--- src/utf8_stream_decoder_core_macros.svh ---
// Assertion macros for the UTF-8 stream decoder RTL.
// Define ASSERT_OFF to compile the assertions out.
`ifndef UTF8_STREAM_DECODER_CORE_MACROS_SVH
`define UTF8_STREAM_DECODER_CORE_MACROS_SVH

`ifndef ASSERT_OFF
`define U8D_ASSERT(label, clk, rst, prop, msg) \
  label: assert property (@(posedge clk) disable iff (rst) prop) else $error(msg);
`define U8D_ASSERT_NEVER(label, clk, rst, expr, msg) \
  label: assert property (@(posedge clk) disable iff (rst) !(expr)) else $error(msg);
`else
`define U8D_ASSERT(label, clk, rst, prop, msg)
`define U8D_ASSERT_NEVER(label, clk, rst, expr, msg)
`endif

`endif

--- src/utf8d_pkg.sv ---
// Shared types and constants for the UTF-8 stream decoder.
// No dependencies; used by the front, queue, back and top modules.
`default_nettype none
package utf8d_pkg;

  localparam int CpW = 21;
  localparam logic [CpW-1:0] RepCp = 21'h00FFFD;

  localparam int QDepth = 4;
  localparam int QPtrW = $clog2(QDepth);
  localparam int QCntW = $clog2(QDepth + 1);

  typedef struct packed {
    logic [1:0]     pre;
    logic           main_vld;
    logic [CpW-1:0] cp;
    logic           rep;
    logic [1:0]     post;
  } job_t;

endpackage
`default_nettype wire

--- src/utf8d_front.sv ---
// Front end: accepts bytes, tracks the pending sequence, builds result jobs.
// Depends on utf8d_pkg.
`default_nettype none
module utf8d_front (
  input  wire logic          clk,
  input  wire logic          rst,
  input  wire logic          s_tvalid,
  output logic               s_tready,
  input  wire logic [7:0]    s_tdata,
  input  wire logic          s_tlast,
  input  wire logic          q_full,
  output logic               push,
  output utf8d_pkg::job_t    job
);
  import utf8d_pkg::*;

  logic [1:0]     needed;
  logic [1:0]     held;
  logic [CpW-1:0] partial;
  logic [1:0]     needed_next;
  logic [1:0]     held_next;
  logic [CpW-1:0] partial_next;

  logic           pending;
  logic           is_cont;
  logic [2:0]     held_inc;
  logic [CpW-1:0] merged;
  logic           accept;

  assign s_tready = !q_full;
  assign accept   = s_tvalid && s_tready;
  assign pending  = needed != 2'd0;
  assign is_cont  = s_tdata[7:6] == 2'b10;
  assign held_inc = {1'b0, held} + 3'd1;
  assign merged   = {partial[CpW-7:0], s_tdata[5:0]};

  always_comb begin
    needed_next  = needed;
    held_next    = held;
    partial_next = partial;
    job          = '0;
    if (pending && is_cont) begin
      if (held_inc >= {1'b0, needed}) begin
        job.main_vld = 1'b1;
        job.cp       = merged;
        needed_next  = 2'd0;
        held_next    = 2'd0;
        partial_next = '0;
      end else begin
        partial_next = merged;
        held_next    = held_inc[1:0];
      end
    end else begin
      if (pending) begin
        job.pre = held_inc[1:0];
      end
      needed_next  = 2'd0;
      held_next    = 2'd0;
      partial_next = '0;
      if (!s_tdata[7]) begin
        job.main_vld = 1'b1;
        job.cp       = {{(CpW-8){1'b0}}, s_tdata};
      end else if (s_tdata[7:5] == 3'b110) begin
        needed_next  = 2'd1;
        partial_next = {{(CpW-5){1'b0}}, s_tdata[4:0]};
      end else if (s_tdata[7:4] == 4'b1110) begin
        needed_next  = 2'd2;
        partial_next = {{(CpW-4){1'b0}}, s_tdata[3:0]};
      end else if (s_tdata[7:3] == 5'b11110) begin
        needed_next  = 2'd3;
        partial_next = {{(CpW-3){1'b0}}, s_tdata[2:0]};
      end else begin
        job.main_vld = 1'b1;
        job.cp       = RepCp;
        job.rep      = 1'b1;
      end
    end
    if (s_tlast && needed_next != 2'd0) begin
      job.post     = held_next + 2'd1;
      needed_next  = 2'd0;
      held_next    = 2'd0;
      partial_next = '0;
    end
  end

  assign push = accept && (job.pre != 2'd0 || job.main_vld || job.post != 2'd0);

  always_ff @(posedge clk) begin
    if (rst) begin
      needed  <= 2'd0;
      held    <= 2'd0;
      partial <= '0;
    end else if (accept) begin
      needed  <= needed_next;
      held    <= held_next;
      partial <= partial_next;
    end
  end

endmodule
`default_nettype wire

--- src/utf8d_queue.sv ---
// Small job queue between the front and back ends.
// Depends on utf8d_pkg.
`default_nettype none
module utf8d_queue (
  input  wire logic          clk,
  input  wire logic          rst,
  input  wire logic          push,
  input  wire utf8d_pkg::job_t push_job,
  output logic               full,
  input  wire logic          pop,
  output logic               nonempty,
  output utf8d_pkg::job_t    head
);
  import utf8d_pkg::*;

  job_t             slots [QDepth];
  logic [QPtrW-1:0] wptr;
  logic [QPtrW-1:0] rptr;
  logic [QCntW-1:0] count;

  assign full     = count == QCntW'(QDepth);
  assign nonempty = count != '0;
  assign head     = slots[rptr];

  always_ff @(posedge clk) begin
    if (push) begin
      slots[wptr] <= push_job;
    end
  end

  always_ff @(posedge clk) begin
    if (rst) begin
      wptr  <= '0;
      rptr  <= '0;
      count <= '0;
    end else begin
      if (push) begin
        wptr <= wptr + 1'b1;
      end
      if (pop) begin
        rptr <= rptr + 1'b1;
      end
      case ({push, pop})
        2'b10:   count <= count + 1'b1;
        2'b01:   count <= count - 1'b1;
        default: count <= count;
      endcase
    end
  end

endmodule
`default_nettype wire

--- src/utf8d_back.sv ---
// Back end: expands one job into its result items and drives the output register.
// Depends on utf8d_pkg and utf8_stream_decoder_core_macros.svh.
`default_nettype none
`include "utf8_stream_decoder_core_macros.svh"
module utf8d_back (
  input  wire logic          clk,
  input  wire logic          rst,
  input  wire logic          q_nonempty,
  input  wire utf8d_pkg::job_t q_head,
  output logic               pop,
  output logic               m_tvalid,
  input  wire logic          m_tready,
  output logic [23:0]        m_tdata,
  output logic               m_tuser,
  output logic               m_tlast
);
  import utf8d_pkg::*;

  job_t           cur;
  logic           cur_valid;
  job_t           cur_next;
  logic           out_valid;
  logic [CpW-1:0] out_cp;
  logic           out_rep;
  logic           out_last;

  logic           adv;
  logic           fire;
  logic [CpW-1:0] gen_cp;
  logic           gen_rep;
  logic           gen_last;

  assign adv  = !out_valid || m_tready;
  assign fire = adv && cur_valid;
  assign pop  = q_nonempty && (!cur_valid || (fire && gen_last));

  always_comb begin
    cur_next = cur;
    gen_cp   = RepCp;
    gen_rep  = 1'b1;
    if (cur.pre != 2'd0) begin
      cur_next.pre = cur.pre - 2'd1;
      gen_last = cur_next.pre == 2'd0 && !cur.main_vld && cur.post == 2'd0;
    end else if (cur.main_vld) begin
      cur_next.main_vld = 1'b0;
      gen_cp   = cur.cp;
      gen_rep  = cur.rep;
      gen_last = cur.post == 2'd0;
    end else begin
      cur_next.post = cur.post - 2'd1;
      gen_last = cur_next.post == 2'd0;
    end
  end

  always_ff @(posedge clk) begin
    if (rst) begin
      cur_valid <= 1'b0;
    end else if (pop) begin
      cur_valid <= 1'b1;
    end else if (fire && gen_last) begin
      cur_valid <= 1'b0;
    end
  end

  always_ff @(posedge clk) begin
    if (pop) begin
      cur <= q_head;
    end else if (fire) begin
      cur <= cur_next;
    end
  end

  always_ff @(posedge clk) begin
    if (rst) begin
      out_valid <= 1'b0;
    end else if (adv) begin
      out_valid <= cur_valid;
    end
  end

  always_ff @(posedge clk) begin
    if (fire) begin
      out_cp   <= gen_cp;
      out_rep  <= gen_rep;
      out_last <= gen_last;
    end
  end

  assign m_tvalid = out_valid;
  assign m_tdata  = {{(24-CpW){1'b0}}, out_cp};
  assign m_tuser  = out_rep;
  assign m_tlast  = out_last;

  `U8D_ASSERT(a_job_not_empty, clk, rst,
    cur_valid |-> (cur.pre != 2'd0 || cur.main_vld || cur.post != 2'd0),
    "active job has no results left")
  `U8D_ASSERT(a_job_continues, clk, rst,
    (fire && !gen_last) |=> cur_valid,
    "job dropped before its last result")
  `U8D_ASSERT(a_rep_value, clk, rst,
    (out_valid && out_rep) |-> out_cp == RepCp,
    "replacement result without U+FFFD")
  `U8D_ASSERT_NEVER(a_pop_while_busy, clk, rst,
    pop && cur_valid && !(fire && gen_last),
    "job loaded over an unfinished one")

endmodule
`default_nettype wire

--- src/utf8_stream_decoder_core.sv ---
// UTF-8 stream decoder: one text byte per cycle in, decoded code points out; s_tready
// is low while the job queue is full. Each accepted byte's job passes the queue, the
// result sequencer and the output register. Throughput: one byte per cycle while bytes
// give at most one result each and m_tready holds; a 4-job queue absorbs bursts.
// Reset (rst, synchronous): clears the pending sequence, the queue and the output stage.
// Depends on utf8d_pkg, utf8d_front, utf8d_queue, utf8d_back.
`default_nettype none
module utf8_stream_decoder_core (
  input  wire logic        clk,
  input  wire logic        rst,
  input  wire logic        s_tvalid,
  output logic             s_tready,
  input  wire logic [7:0]  s_tdata,   // [7:0] text_byte
  input  wire logic        s_tlast,   // final_byte
  output logic             m_tvalid,
  input  wire logic        m_tready,
  output logic [23:0]      m_tdata,   // [20:0] code_point, [23:21] zero
  output logic             m_tuser,   // [0] replaced
  output logic             m_tlast    // job_end (last result of each byte)
);
  import utf8d_pkg::*;

  logic q_push;
  logic q_full;
  logic q_pop;
  logic q_nonempty;
  job_t q_in;
  job_t q_head;

  utf8d_front u_front (
    .clk      (clk),
    .rst      (rst),
    .s_tvalid (s_tvalid),
    .s_tready (s_tready),
    .s_tdata  (s_tdata),
    .s_tlast  (s_tlast),
    .q_full   (q_full),
    .push     (q_push),
    .job      (q_in)
  );

  utf8d_queue u_queue (
    .clk      (clk),
    .rst      (rst),
    .push     (q_push),
    .push_job (q_in),
    .full     (q_full),
    .pop      (q_pop),
    .nonempty (q_nonempty),
    .head     (q_head)
  );

  utf8d_back u_back (
    .clk        (clk),
    .rst        (rst),
    .q_nonempty (q_nonempty),
    .q_head     (q_head),
    .pop        (q_pop),
    .m_tvalid   (m_tvalid),
    .m_tready   (m_tready),
    .m_tdata    (m_tdata),
    .m_tuser    (m_tuser),
    .m_tlast    (m_tlast)
  );

endmodule
`default_nettype wire
--- config.mk ---
export PLATFORM = sky130hd
export DESIGN_NAME = utf8_stream_decoder_core
export DESIGN_NICKNAME = d
export VERILOG_FILES = /design/src/utf8d_pkg.sv /design/src/utf8d_front.sv /design/src/utf8d_queue.sv /design/src/utf8d_back.sv /design/src/utf8_stream_decoder_core.sv
export VERILOG_INCLUDE_DIRS = /design/src /design/src/src
export SDC_FILE = /design/constraint.sdc
export NUM_CORES = 1
export LEC_CHECK = 0
export BUFFER_PORTS_ARGS = -buffer_cell sky130_fd_sc_hd__buf_2
export CAP_MARGIN = 20
export CORE_MARGIN = 5
export CORE_UTILIZATION = 30
export DETAILED_ROUTE_END_ITERATION = 16
export GPL_TIMING_DRIVEN = 0
export HOLD_SLACK_MARGIN = 0.06
export MAX_ROUTING_LAYER = met4
export PLACE_DENSITY = 0.48
export SYNTH_ARGS = -nofsm -noshare
export SYNTH_HDL_FRONTEND = slang
export SYNTH_SLANG_ARGS = --single-unit
--- constraint.sdc ---
create_clock -name clk -period 4.2 [get_ports clk]
set_input_delay 0.21 -clock clk [delete_from_list [all_inputs] [get_ports clk]]
set_output_delay 0.21 -clock clk [all_outputs]
set_load 0.005 [all_outputs]
==> results.py, run 1 <==
metrics = {
    "outcome": {
        "status": "complete, no violations",
    },
    "clock_tree": {
        "clockBufferDepth": 2,
        "insertion_delay_ns": 0.43,
        "cts_resized": 0,
        "cts_hold_buf": 0,
        "numCtsBuffers": 17,
        "cts_root_buf": "clkbuf_16",
        "cts_setup_buffers": 0,
        "clock_sinks": 188,
        "clk_pin_slew_ns": 0.07,
        "cts_tree": "built",
        "htreeDepth": 4,
    },
    "synth": {
        "synthDistinctLibCells": 53,
        "yosys_register_bits": 188,
        "synth_flop_cell": "edfxtp_1",
        "syn_avg_cell_area_um2": 16.4,
        "yosysSeqAreaShare_pct": 70.8,
        "netlist_instances": 460,
        "synth-warning-count": 0,
        "synth.cell_area_um2": 7550,
        "synth-edff-count": 158,
        "async_reset_ff_share_pct": 0,
    },
    "timing": {
        "clock_skew_ns": 0.00915,
        "setup_viol": 0,
        "hold_viol": 0,
        "relSlewSlack_pct": 40.7,
        "slew_violations": 0,
        "min_period_ns": 3.90,
        "rsz0062_at_grt": "false",
        "max_clock_freq_ghz": 0.256,
        "worst_slack_ns": 0.296,
        "tns_ns": 0,
        "tightest_slew_ns": 0.888,
        "fin_crit_sh_pct": 93.0,
    },
    "drt": {
        "initialDrtViolationCount": 116,
        "viasPerCell": 4.42,
        "ant_nets": 0,
        "via_count": 3804,
        "dr.pass1.iters": 4,
        "routed_wl_um": 14000,
        "wl_per_cell_um": 16.3,
        "drc": 0,
    },
    "pwr": {
        "power_leakage_nw": 3.00,
        "ir_drop_uv": 224,
        "powerDensity_nw_per_um2": 604,
    },
    "critical_path": {
        "critPathLaunch": "u_back.cur[25]$_DFFE_PP_",
        "crit_fanout": 23,
        "worstPathRequired_ns": 4.55,
        "rrSetupSlack_ns": 0.30,
        "endpoint_kind": "flop",
        "r2r_end": "u_queue.count[2]$_SDFFE_PP0P_",
        "path_class": "flop to flop",
        "reg2regPathDepth": 15,
        "critPathLaunchType": "flop",
        "crit_path_end": "u_queue.count[2]$_SDFFE_PP0P_",
        "reg2reg_from": "u_back.cur[25]$_DFFE_PP_",
        "critPathArrivalTime_ns": 4.26,
    },
    "floorplanning": {
        "rows": 58,
        "die_w_um": 169,
        "design.core.area_um2": 25000,
        "start_util_pct": 30.2,
        "pin_count": 41,
        "die_h_um": 169,
        "dieArea_um2": 28400,
    },
    "placed_design": {
        "dp_cells": 829,
        "io_buffers": 37,
        "hpwl_um": 9820,
        "pre_cts_slack_ns": 0.256,
        "finalWeightedCongestion": 0.823,
        "place_area_um2": 8160,
    },
    "finish": {
        "fillers": 2429,
        "drive_gt1_share_pct": 23.9,
        "register_area_um2": 5350,
        "nNetsFinal": 544,
        "diodes": 0,
        "fin_area_um2": 8750,
        "multi_input_area_um2": 2030,
        "synthToLayoutAreaGrowth_pct": 16.0,
        "instances_no_fill": 861,
    },
    "global_route": {
        "grt_pass1_vias": 4062,
        "grt_max_degree": 28,
        "grt_antenna_before_repair": 0,
        "track_usage_pct": 10.7,
        "grt_overflow": 0,
        "grt_pass1_wl_um": 22500,
    },
    "worst_hold_path": {
        "hold_class": "input port to flop",
    },
    "run": {
        "drv_cap": 0,
    },
}
[power breakdown]
group          internal, W  switching, W
combinational     0.000465      0.000665
sequential         0.00247     0.0000898
clock             0.000853      0.000739
total              0.00379       0.00149
[flip-flops by register name, summed over array words and instances, names as in the netlist, 2 cells and up, named ones only]
register,flops
u_front.partial,15
u_queue.wptr,2
u_queue.count,3
u_front.held,2
u_front.needed,2
u_back.cur,27
u_back.out_cp,21
u_queue.rptr,2
u_queue.slots,108
[worst max-delay path, stage by stage (launching register included)]
cell and delay [ns]:
edfxtp_1 0.40, inv_1 0.06, ha_1 0.20, clkbuf_2 0.19
nor3b_1 0.20, o21ai_0 0.14, a31o_2 0.27, clkbuf_8 0.16
buf_2 0.17, inv_1 0.63, ha_1 0.33, inv_1 0.07
fa_1 0.38, xor2_1 0.16, or3_1 0.30, a21oi_1 0.14
[cells in the final DEF (no fill, tap or decap), drive strengths merged, types with 2 or more instances in the layout]
cell	instances
ha	11
inv	29
nand2b	17
nor2b	24
clkbuf	27
o21a	7
fa	2
mux4	27
and2	11
a21o	10
and3	6
a31o	3
a22o	11
edfxtp	158
nand2	14
o2111ai	2
buf	49
xor2	3
o21ai	7
dfxtp	30
clkinv	4
a22oi	2
a21oi	16
and2b	2
mux2	2
or3	2
nor2	27
or2b	5
a2bb2oi	3
conb	3
nor3	4
[worst min path at each step]
stage	slack, ns	startpoint	cells after the start	endpoint
after global routing	0.13	m_tready	4	u_back.m_tvalid$_SDFFE_PP0N_
after CTS	0.07	m_tready	4	u_back.m_tvalid$_SDFFE_PP0N_
after floorplan	0.34	s_tdata[5]	1	u_front.partial[5]$_SDFFE_PP0P_
after global placement	0.46	u_front.partial[13]$_SDFFE_PP0P_	1	u_front.partial[13]$_SDFFE_PP0P_
after detailed placement	0.46	u_front.partial[14]$_SDFFE_PP0P_	1	u_front.partial[14]$_SDFFE_PP0P_
final	0.08	m_tready	4	u_back.m_tvalid$_SDFFE_PP0N_
[metrics by stage]
stage	total power (W)	utilization [%]	hold WS, ns
final	0.00528	35.1	0.0807
after global routing	0.00558	35.1	0.129
after CTS	0.00538	35.1	0.0693
after detailed placement	0.00378	32.7	0.460
after global placement	0.00373	32.7	0.455
after floorplan	0.00340	-	0.336
[synthesized netlist by cell type (4+ instances only)]
| master | number | share of area, % |
|---|---|---|
| a21o_1 | 10 | 0.99 |
| a22o_1 | 11 | 1.3 |
| and2_1 | 9 | 0.75 |
| and3_1 | 5 | 0.41 |
| o21a_1 | 6 | 0.60 |
| a21oi_1 | 16 | 1.1 |
| o21ai_0 | 6 | 0.40 |
| inv_1 | 19 | 0.94 |
| clkbuf_1 | 8 | 0.40 |
| mux4_2 | 27 | 8.1 |
| nor2b_1 | 24 | 2.0 |
| or2b_1 | 5 | 0.50 |
| nand2_1 | 14 | 0.70 |
| nand2b_1 | 16 | 1.3 |
| edfxtp_1 | 158 | 63 |
| ha_1 | 11 | 1.8 |
| nor2_1 | 27 | 1.3 |
| buf_2 | 8 | 0.53 |
| nor3_1 | 4 | 0.27 |
| dfxtp_1 | 30 | 8.0 |
[layout make-up]
class                   instances  share of cell area (%)
inverters                      19                   0.815
multi-input cells             233                    23.2
plain buffers                  22                    1.32
repair buffers                 37                    2.12
clock buffers                  17                    4.86
clock inverters                15                    1.94
well taps                     330                    4.72
flip-flops and latches        188                    61.1
[kinds of logic after synthesis]
kind of cell               after synthesis  share of synthesized area, %
xor gates and xnor gates                 4                         0.464
DFF                                    188                          70.8
other                                    1                        0.0497
adders and majority gates               13                          2.35
muxes                                   30                          8.54
and+or+nand+nor                        117                          8.67
buffers and inverters                   41                          2.47
AOI/OAI and AO/OA                       66                          6.63
[routing by layer]
| layer | vias to the layer above | track usage (%) | wire [um] |
|---|---|---|---|
| met4 | 0 | 4.27 | 246 |
| met5 | - | - | 0 |
| li1 | 1847 | - | - |
| met2 | 65 | 17.3 | 6760 |
| met1 | 1874 | 13.6 | 6540 |
| met3 | 18 | 1.82 | 499 |
Note: power is estimated with default switching activity, not from simulation.
==> inputs of run 2 (changes only) <==
Settings changed: MAX_ROUTING_LAYER met4 to unset, SYNTH_HIERARCHICAL set to 1.
==> run 2 against run 1 <==
Net effect:
- global-route usage is essentially flat
- clock skew grew 0.0016 ns
- core utilization is essentially flat
- highest routed layer unchanged
==> results.py, run 2 <==
metrics = {
    "outcome": {
        "status": "complete, no violations",
    },
    "critical_path": {
        "path_delay_family": "adder cells",
        "critPathLaunchType": "flop",
        "endpoint_kind": "flop",
        "path_class": "flop to flop",
        "cp_slowest_cell": "fa_1",
        "path_buf_inv": 3,
        "reg2reg_from": "u_front/held[0]$_SDFFE_PP0P_",
        "crit_chain": "clkbuf_1, inv_1, fa_1, or2_2, o2111ai_4, nand2_1, a221oi_4, inv_1, ha_1, fa_1, xnor2_1, or3_1, a21oi_1",
        "critPathLaunch": "u_front/held[0]$_SDFFE_PP0P_",
        "critPathArrivalTime_ns": 4.27,
        "worst_path_largest_cell_delay_ns": 0.46,
        "crit_fanout": 8,
        "worstPathRequired_ns": 4.55,
    },
    "timing": {
        "min_period_ns": 3.92,
        "fin_crit_sh_pct": 93.4,
        "whs_ns": 0.0951,
        "clock_skew_ns": 0.0107,
        "rsz0062_at_grt": "false",
        "hold_viol": 0,
        "tightest_slew_ns": 0.965,
        "setup_viol": 0,
        "relSlewSlack_pct": 35.0,
        "max_clock_freq_ghz": 0.255,
        "slew_violations": 0,
    },
    "drt": {
        "drc": 0,
        "ant_nets": 0,
        "viasPerCell": 4.61,
        "wl_per_cell_um": 17.1,
        "via_count": 4072,
        "dr.pass1.iters": 4,
        "initialDrtViolationCount": 189,
        "routed_wl_um": 15100,
    },
    "synth": {
        "synth_most_common_cell": "edfxtp_1",
        "synth.cell_area_um2": 7840,
        "syn_avg_cell_area_um2": 16.5,
        "synth-edff-count": 158,
        "synth_top_area_share_pct": 60.5,
        "synth_area_leaders": "edfxtp_1 61%, dfxtp_1 7.7%, mux4_2 5.7%",
        "synthTopCellsByCount": "158 x edfxtp_1, 30 x dfxtp_1, 25 x nor3b_1",
        "synthDistinctLibCells": 56,
        "yosys_register_bits": 188,
        "async_reset_ff_share_pct": 0,
        "synth-warning-count": 6,
        "netlist_instances": 474,
        "yosys.area.top_type": "edfxtp_1",
        "synth_flop_cell": "edfxtp_1",
        "yosysSeqAreaShare_pct": 68.2,
    },
    "clock_tree": {
        "cts_root_buf": "clkbuf_16",
        "insertion_delay_ns": 0.43,
        "numCtsBuffers": 17,
        "cts_tree": "built",
        "htreeDepth": 4,
        "clock_sinks": 188,
        "clockBufferDepth": 2,
        "cts_setup_buffers": 0,
        "clk_pin_slew_ns": 0.07,
    },
    "worst_hold_path": {
        "hp-start": "s_tdata[5]",
        "hold_class": "input port to flop",
    },
    "finish": {
        "drive_gt1_share_pct": 26.4,
        "diodes": 0,
        "final_common_cell": "edfxtp_1",
        "post-route-util_pct": 35.1,
        "final_cell_mix": "158 x edfxtp_1, 45 x buf_2, 30 x dfxtp_1",
        "fillers": 2440,
        "multi_input_area_um2": 2260,
        "synthToLayoutAreaGrowth_pct": 16.0,
        "top_register": "u_queue/slots",
        "largest_reg_flops": 108,
        "register_area_um2": 5350,
        "nNetsFinal": 562,
        "top_regs": "u_queue/slots x108, u_back/cur x27, u_back/out_cp x21",
    },
    "pwr": {
        "ir_drop_uv": 251,
        "power_leakage_nw": 3.16,
        "powerDensity_nw_per_um2": 627,
    },
    "global_route": {
        "grt_pass1_wl_um": 24000,
        "track_usage_pct": 10.8,
        "grt_max_degree": 28,
        "grt_antenna_before_repair": 0,
        "grt_pass1_vias": 4210,
        "grt_overflow": 0,
    },
    "floorplanning": {
        "die_h_um": 172,
        "rows": 59,
        "design.core.area_um2": 25900,
        "dieArea_um2": 29500,
        "start_util_pct": 30.3,
        "pin_count": 41,
        "die_w_um": 172,
    },
    "placed_design": {
        "finalWeightedCongestion": 0.767,
        "hpwl_um": 10200,
        "io_buffers": 37,
    },
    "run": {
        "drv_cap": 0,
    },
}
==> run 2: changes by cell type in the layout (fill, tap and decap cells not counted), moves of 5 or more <==
cell,change
mux4_1,+7
nor2_1,-12
nor2b_1,-22
nor4_1,+5
mux4_2,-7
nand2b_1,-6
a21oi_1,-8
buf_6,+5
nor3b_1,+24
nand2_1,-7
or2b_1,-5
or2_2,+18
==> run 2: worst reg2reg max path, cell delays in order (launching register included) <==
cell	delay (ns)
dfxtp_1	0.37
clkbuf_1	0.29
inv_1	0.11
fa_1	0.46
or2_2	0.35
o2111ai_4	0.28
nand2_1	0.20
a221oi_4	0.44
inv_1	0.10
ha_1	0.25
fa_1	0.38
xnor2_1	0.14
or3_1	0.30
a21oi_1	0.16
==> run 2: kinds of logic after synthesis <==
group	Yosys count	synth area share [%]
DFF	188	68.2
adders and majority gates	13	2.27
xor gates and xnor gates	6	0.671
and+or+nand+nor	125	10.1
buffers and inverters	45	3.42
other	1	0.0478
muxes	29	8.35
AOI/OAI and AO/OA	67	6.94
==> run 2: metal layers <==
layer	track usage [%]	share of wire, %	routed length (um)	vias to the layer above
met5	0	0	0	-
met1	14.7	47	7120	2005
met3	2.64	4.2	641	8
met4	3.03	0.91	137	0
met2	17.2	48	7200	84
li1	-	-	-	1975
==> run 2: path summary, 6_finish.rpt <==
path	cells past startpoint	to	slack (ns)
max	13	u_queue/count[2]$_SDFFE_PP0P_	0.28
min	2	u_front/partial[5]$_SDFFE_PP0P_	0.1
max reg2reg	13	u_queue/count[2]$_SDFFE_PP0P_	0.28
min reg2reg	1	u_front/partial[12]$_SDFFE_PP0P_	0.48
==> run 2: repair_timing <==
item                       in CTS  in global routing
resized for setup               1                  1
setup endpoints to repair       1                  1
hold buffers                    3                  0
hold endpoints to repair        3                  0
==> run 2: power by group <==
group          switching [W]  leakage, nW  internal, W
Combinational       0.000895         1.20     0.000696
Sequential         0.0000914         1.69      0.00248
Clock               0.000750        0.273     0.000792
Total                0.00174         3.16      0.00397
==> run 2: cell type report <==
| cell class | count | area share [%] |
|---|---|---|
| clock buffers | 17 | 4.68 |
| well taps | 335 | 4.61 |
| clock inverters | 15 | 1.60 |
| plain buffers | 29 | 2.28 |
| inverters | 16 | 0.661 |
| flip-flops and latches | 188 | 58.8 |
| multi-input cells | 243 | 24.8 |
| repair buffers | 41 | 2.53 |
==> run 2: stage by stage <==
step | cell area, um2 | setup WS [ns] | instances | power [W] | setup TNS, ns
floorplan | 7850 | 0.464 | 476 | 0.00374 | 0
global placement | 8450 | -0.354 | 848 | 0.00416 | -36.56
detailed placement | 8470 | -0.0342 | 849 | 0.00422 | -0.0342
CTS | 9080 | 0.191 | 884 | 0.00578 | 0
global route | 9090 | 0.0442 | 884 | 0.00603 | 0
finish | 9090 | 0.279 | 884 | 0.00570 | 0
==> inputs of run 3 (changes only) <==
Settings changed: PLACE_DENSITY 0.48 to 0.44.
==> run 3 against run 2 <==
Net effect:
- cell area up 0.21%
- worst hold slack better by 0.010 ns
- total power increased by 0.29%
- clock power about the same
- critical path depth unchanged
- largest cell class unchanged
- largest power group unchanged
- highest routed layer unchanged
==> results.py, run 3 (synthesis results as in run 2) <==
metrics = {
    "timing": {
        "relSlewSlack_pct": 27.9,
        "tns_ns": 0,
        "setup_viol": 0,
        "max_clock_freq_ghz": 0.257,
        "slew_violations": 0,
        "rsz0062_at_grt": "false",
        "hold_viol": 0,
        "fin_crit_sh_pct": 92.6,
        "clock_skew_ns": 0.0126,
        "min_period_ns": 3.89,
        "tightest_slew_ns": 1.07,
    },
    "placed_design": {
        "hpwl_um": 10500,
        "io_buffers": 37,
        "finalWeightedCongestion": 0.722,
    },
    "critical_path": {
        "endpoint_kind": "flop",
        "critPathArrivalTime_ns": 4.25,
        "critPathLaunchType": "flop",
        "worstPathRequired_ns": 4.56,
        "crit_fanout": 8,
        "path_class": "flop to flop",
    },
    "drt": {
        "drc": 0,
        "wl_per_cell_um": 17.2,
        "initialDrtViolationCount": 195,
        "routed_wl_um": 15200,
        "ant_nets": 0,
        "dr.pass1.iters": 4,
        "via_count": 4107,
        "viasPerCell": 4.65,
    },
    "floorplanning": {
        "start_util_pct": 30.3,
        "dieArea_um2": 29500,
        "die_w_um": 172,
        "pin_count": 41,
        "design.core.area_um2": 25900,
        "die_h_um": 172,
        "rows": 59,
    },
    "finish": {
        "diodes": 0,
        "final_common_cell": "edfxtp_1",
        "fillers": 2465,
        "register_area_um2": 5350,
        "nNetsFinal": 562,
        "largest_reg_flops": 108,
        "top_register": "u_queue/slots",
        "drive_gt1_share_pct": 26.4,
        "top_regs": "u_queue/slots x108, u_back/cur x27, u_back/out_cp x21",
        "final_cell_mix": "158 x edfxtp_1, 45 x buf_2, 30 x dfxtp_1",
        "post-route-util_pct": 35.2,
        "multi_input_area_um2": 2260,
        "synthToLayoutAreaGrowth_pct": 16.2,
    },
    "worst_hold_path": {
        "hold_class": "input port to flop",
    },
    "clock_tree": {
        "cts_setup_buffers": 0,
        "cts_root_buf": "clkbuf_16",
        "cts_tree": "built",
        "insertion_delay_ns": 0.43,
        "numCtsBuffers": 17,
        "clock_sinks": 188,
        "htreeDepth": 4,
        "clockBufferDepth": 2,
        "clk_pin_slew_ns": 0.07,
    },
    "run": {
        "drv_cap": 0,
    },
    "pwr": {
        "powerDensity_nw_per_um2": 628,
        "ir_drop_uv": 249,
        "power_leakage_nw": 3.18,
    },
    "global_route": {
        "grt_antenna_before_repair": 0,
        "grt_pass1_wl_um": 23900,
        "grt_max_degree": 28,
        "grt_overflow": 0,
        "grt_pass1_vias": 4256,
        "track_usage_pct": 10.8,
    },
    "outcome": {
        "status": "complete, no violations",
    },
}
[run 3: repair_timing]
action | CTS | global route
pin swaps | 0 | 0
gates cloned | 0 | 0
gates resized for setup | 1 | 1
hold endpoints to repair | 3 | 0
hold buffers | 3 | 0
endpoints found under the setup margin | 1 | 1
[run 3: cell type report]
type / instances / area share, %
Buffer: 29 / 2.28
Clock buffer: 17 / 4.67
Clock inverter: 15 / 1.80
Inverter: 16 / 0.659
Multi-Input combinational cell: 243 / 24.8
Sequential cell: 188 / 58.7
Tap cell: 335 / 4.60
Timing Repair Buffer: 41 / 2.53
[run 3: path summary, 6_finish.rpt]
kind / startpoint / end / slack (ns) / cells past startpoint
setup / recovery: u_front/held[0]$_SDFFE_PP0P_ / u_queue/count[2]$_SDFFE_PP0P_ / 0.31 / 13
setup reg to reg: u_front/held[0]$_SDFFE_PP0P_ / u_queue/count[2]$_SDFFE_PP0P_ / 0.31 / 13
hold / removal: s_tdata[5] / u_front/partial[5]$_SDFFE_PP0P_ / 0.11 / 2
hold reg to reg: u_front/partial[11]$_SDFFE_PP0P_ / u_front/partial[11]$_SDFFE_PP0P_ / 0.47 / 1
[run 3: power breakdown]
group / internal [W] / total [W] / switching, W / leakage (nW)
Sequential: 0.00248 / 0.00257 / 0.0000878 / 1.69
Clock: 0.000804 / 0.00156 / 0.000760 / 0.290
Combinational: 0.000694 / 0.00159 / 0.000896 / 1.20
[run 3: per-layer routing]
layer  wire length, um  global-route usage (%)  vias up
li1                  -                       -     1968
met1              7030                    13.9     2071
met2              7590                    18.5       60
met3               501                    2.48        8
met4               127                    3.00        0
met5                 0                       0        -
[run 3: worst max-delay path: stages, from the launching register on]
cell and delay (ns):
dfxtp_1 0.37, clkbuf_1 0.30, inv_1 0.11, fa_1 0.47, or2_2 0.35, o2111ai_4 0.28, nand2_1 0.19, a221oi_4 0.43
inv_1 0.09, ha_1 0.24, fa_1 0.38, xnor2_1 0.15, or3_1 0.31, a21oi_1 0.15
[run 3: stage by stage]
step           hold WS, ns  cell area (um2)  instances  total power [W]  worst slack, ns
3_5_place_dp         0.454             8470        849          0.00423         -0.00264
6_report             0.105             9110        884          0.00572            0.309
2_1_floorplan        0.278             7850        476          0.00374            0.464
3_3_place_gp         0.453             8450        848          0.00417           -0.392
5_1_grt              0.110             9110        884          0.00605           0.0240
4_1_cts             0.0926             9100        884          0.00582            0.223
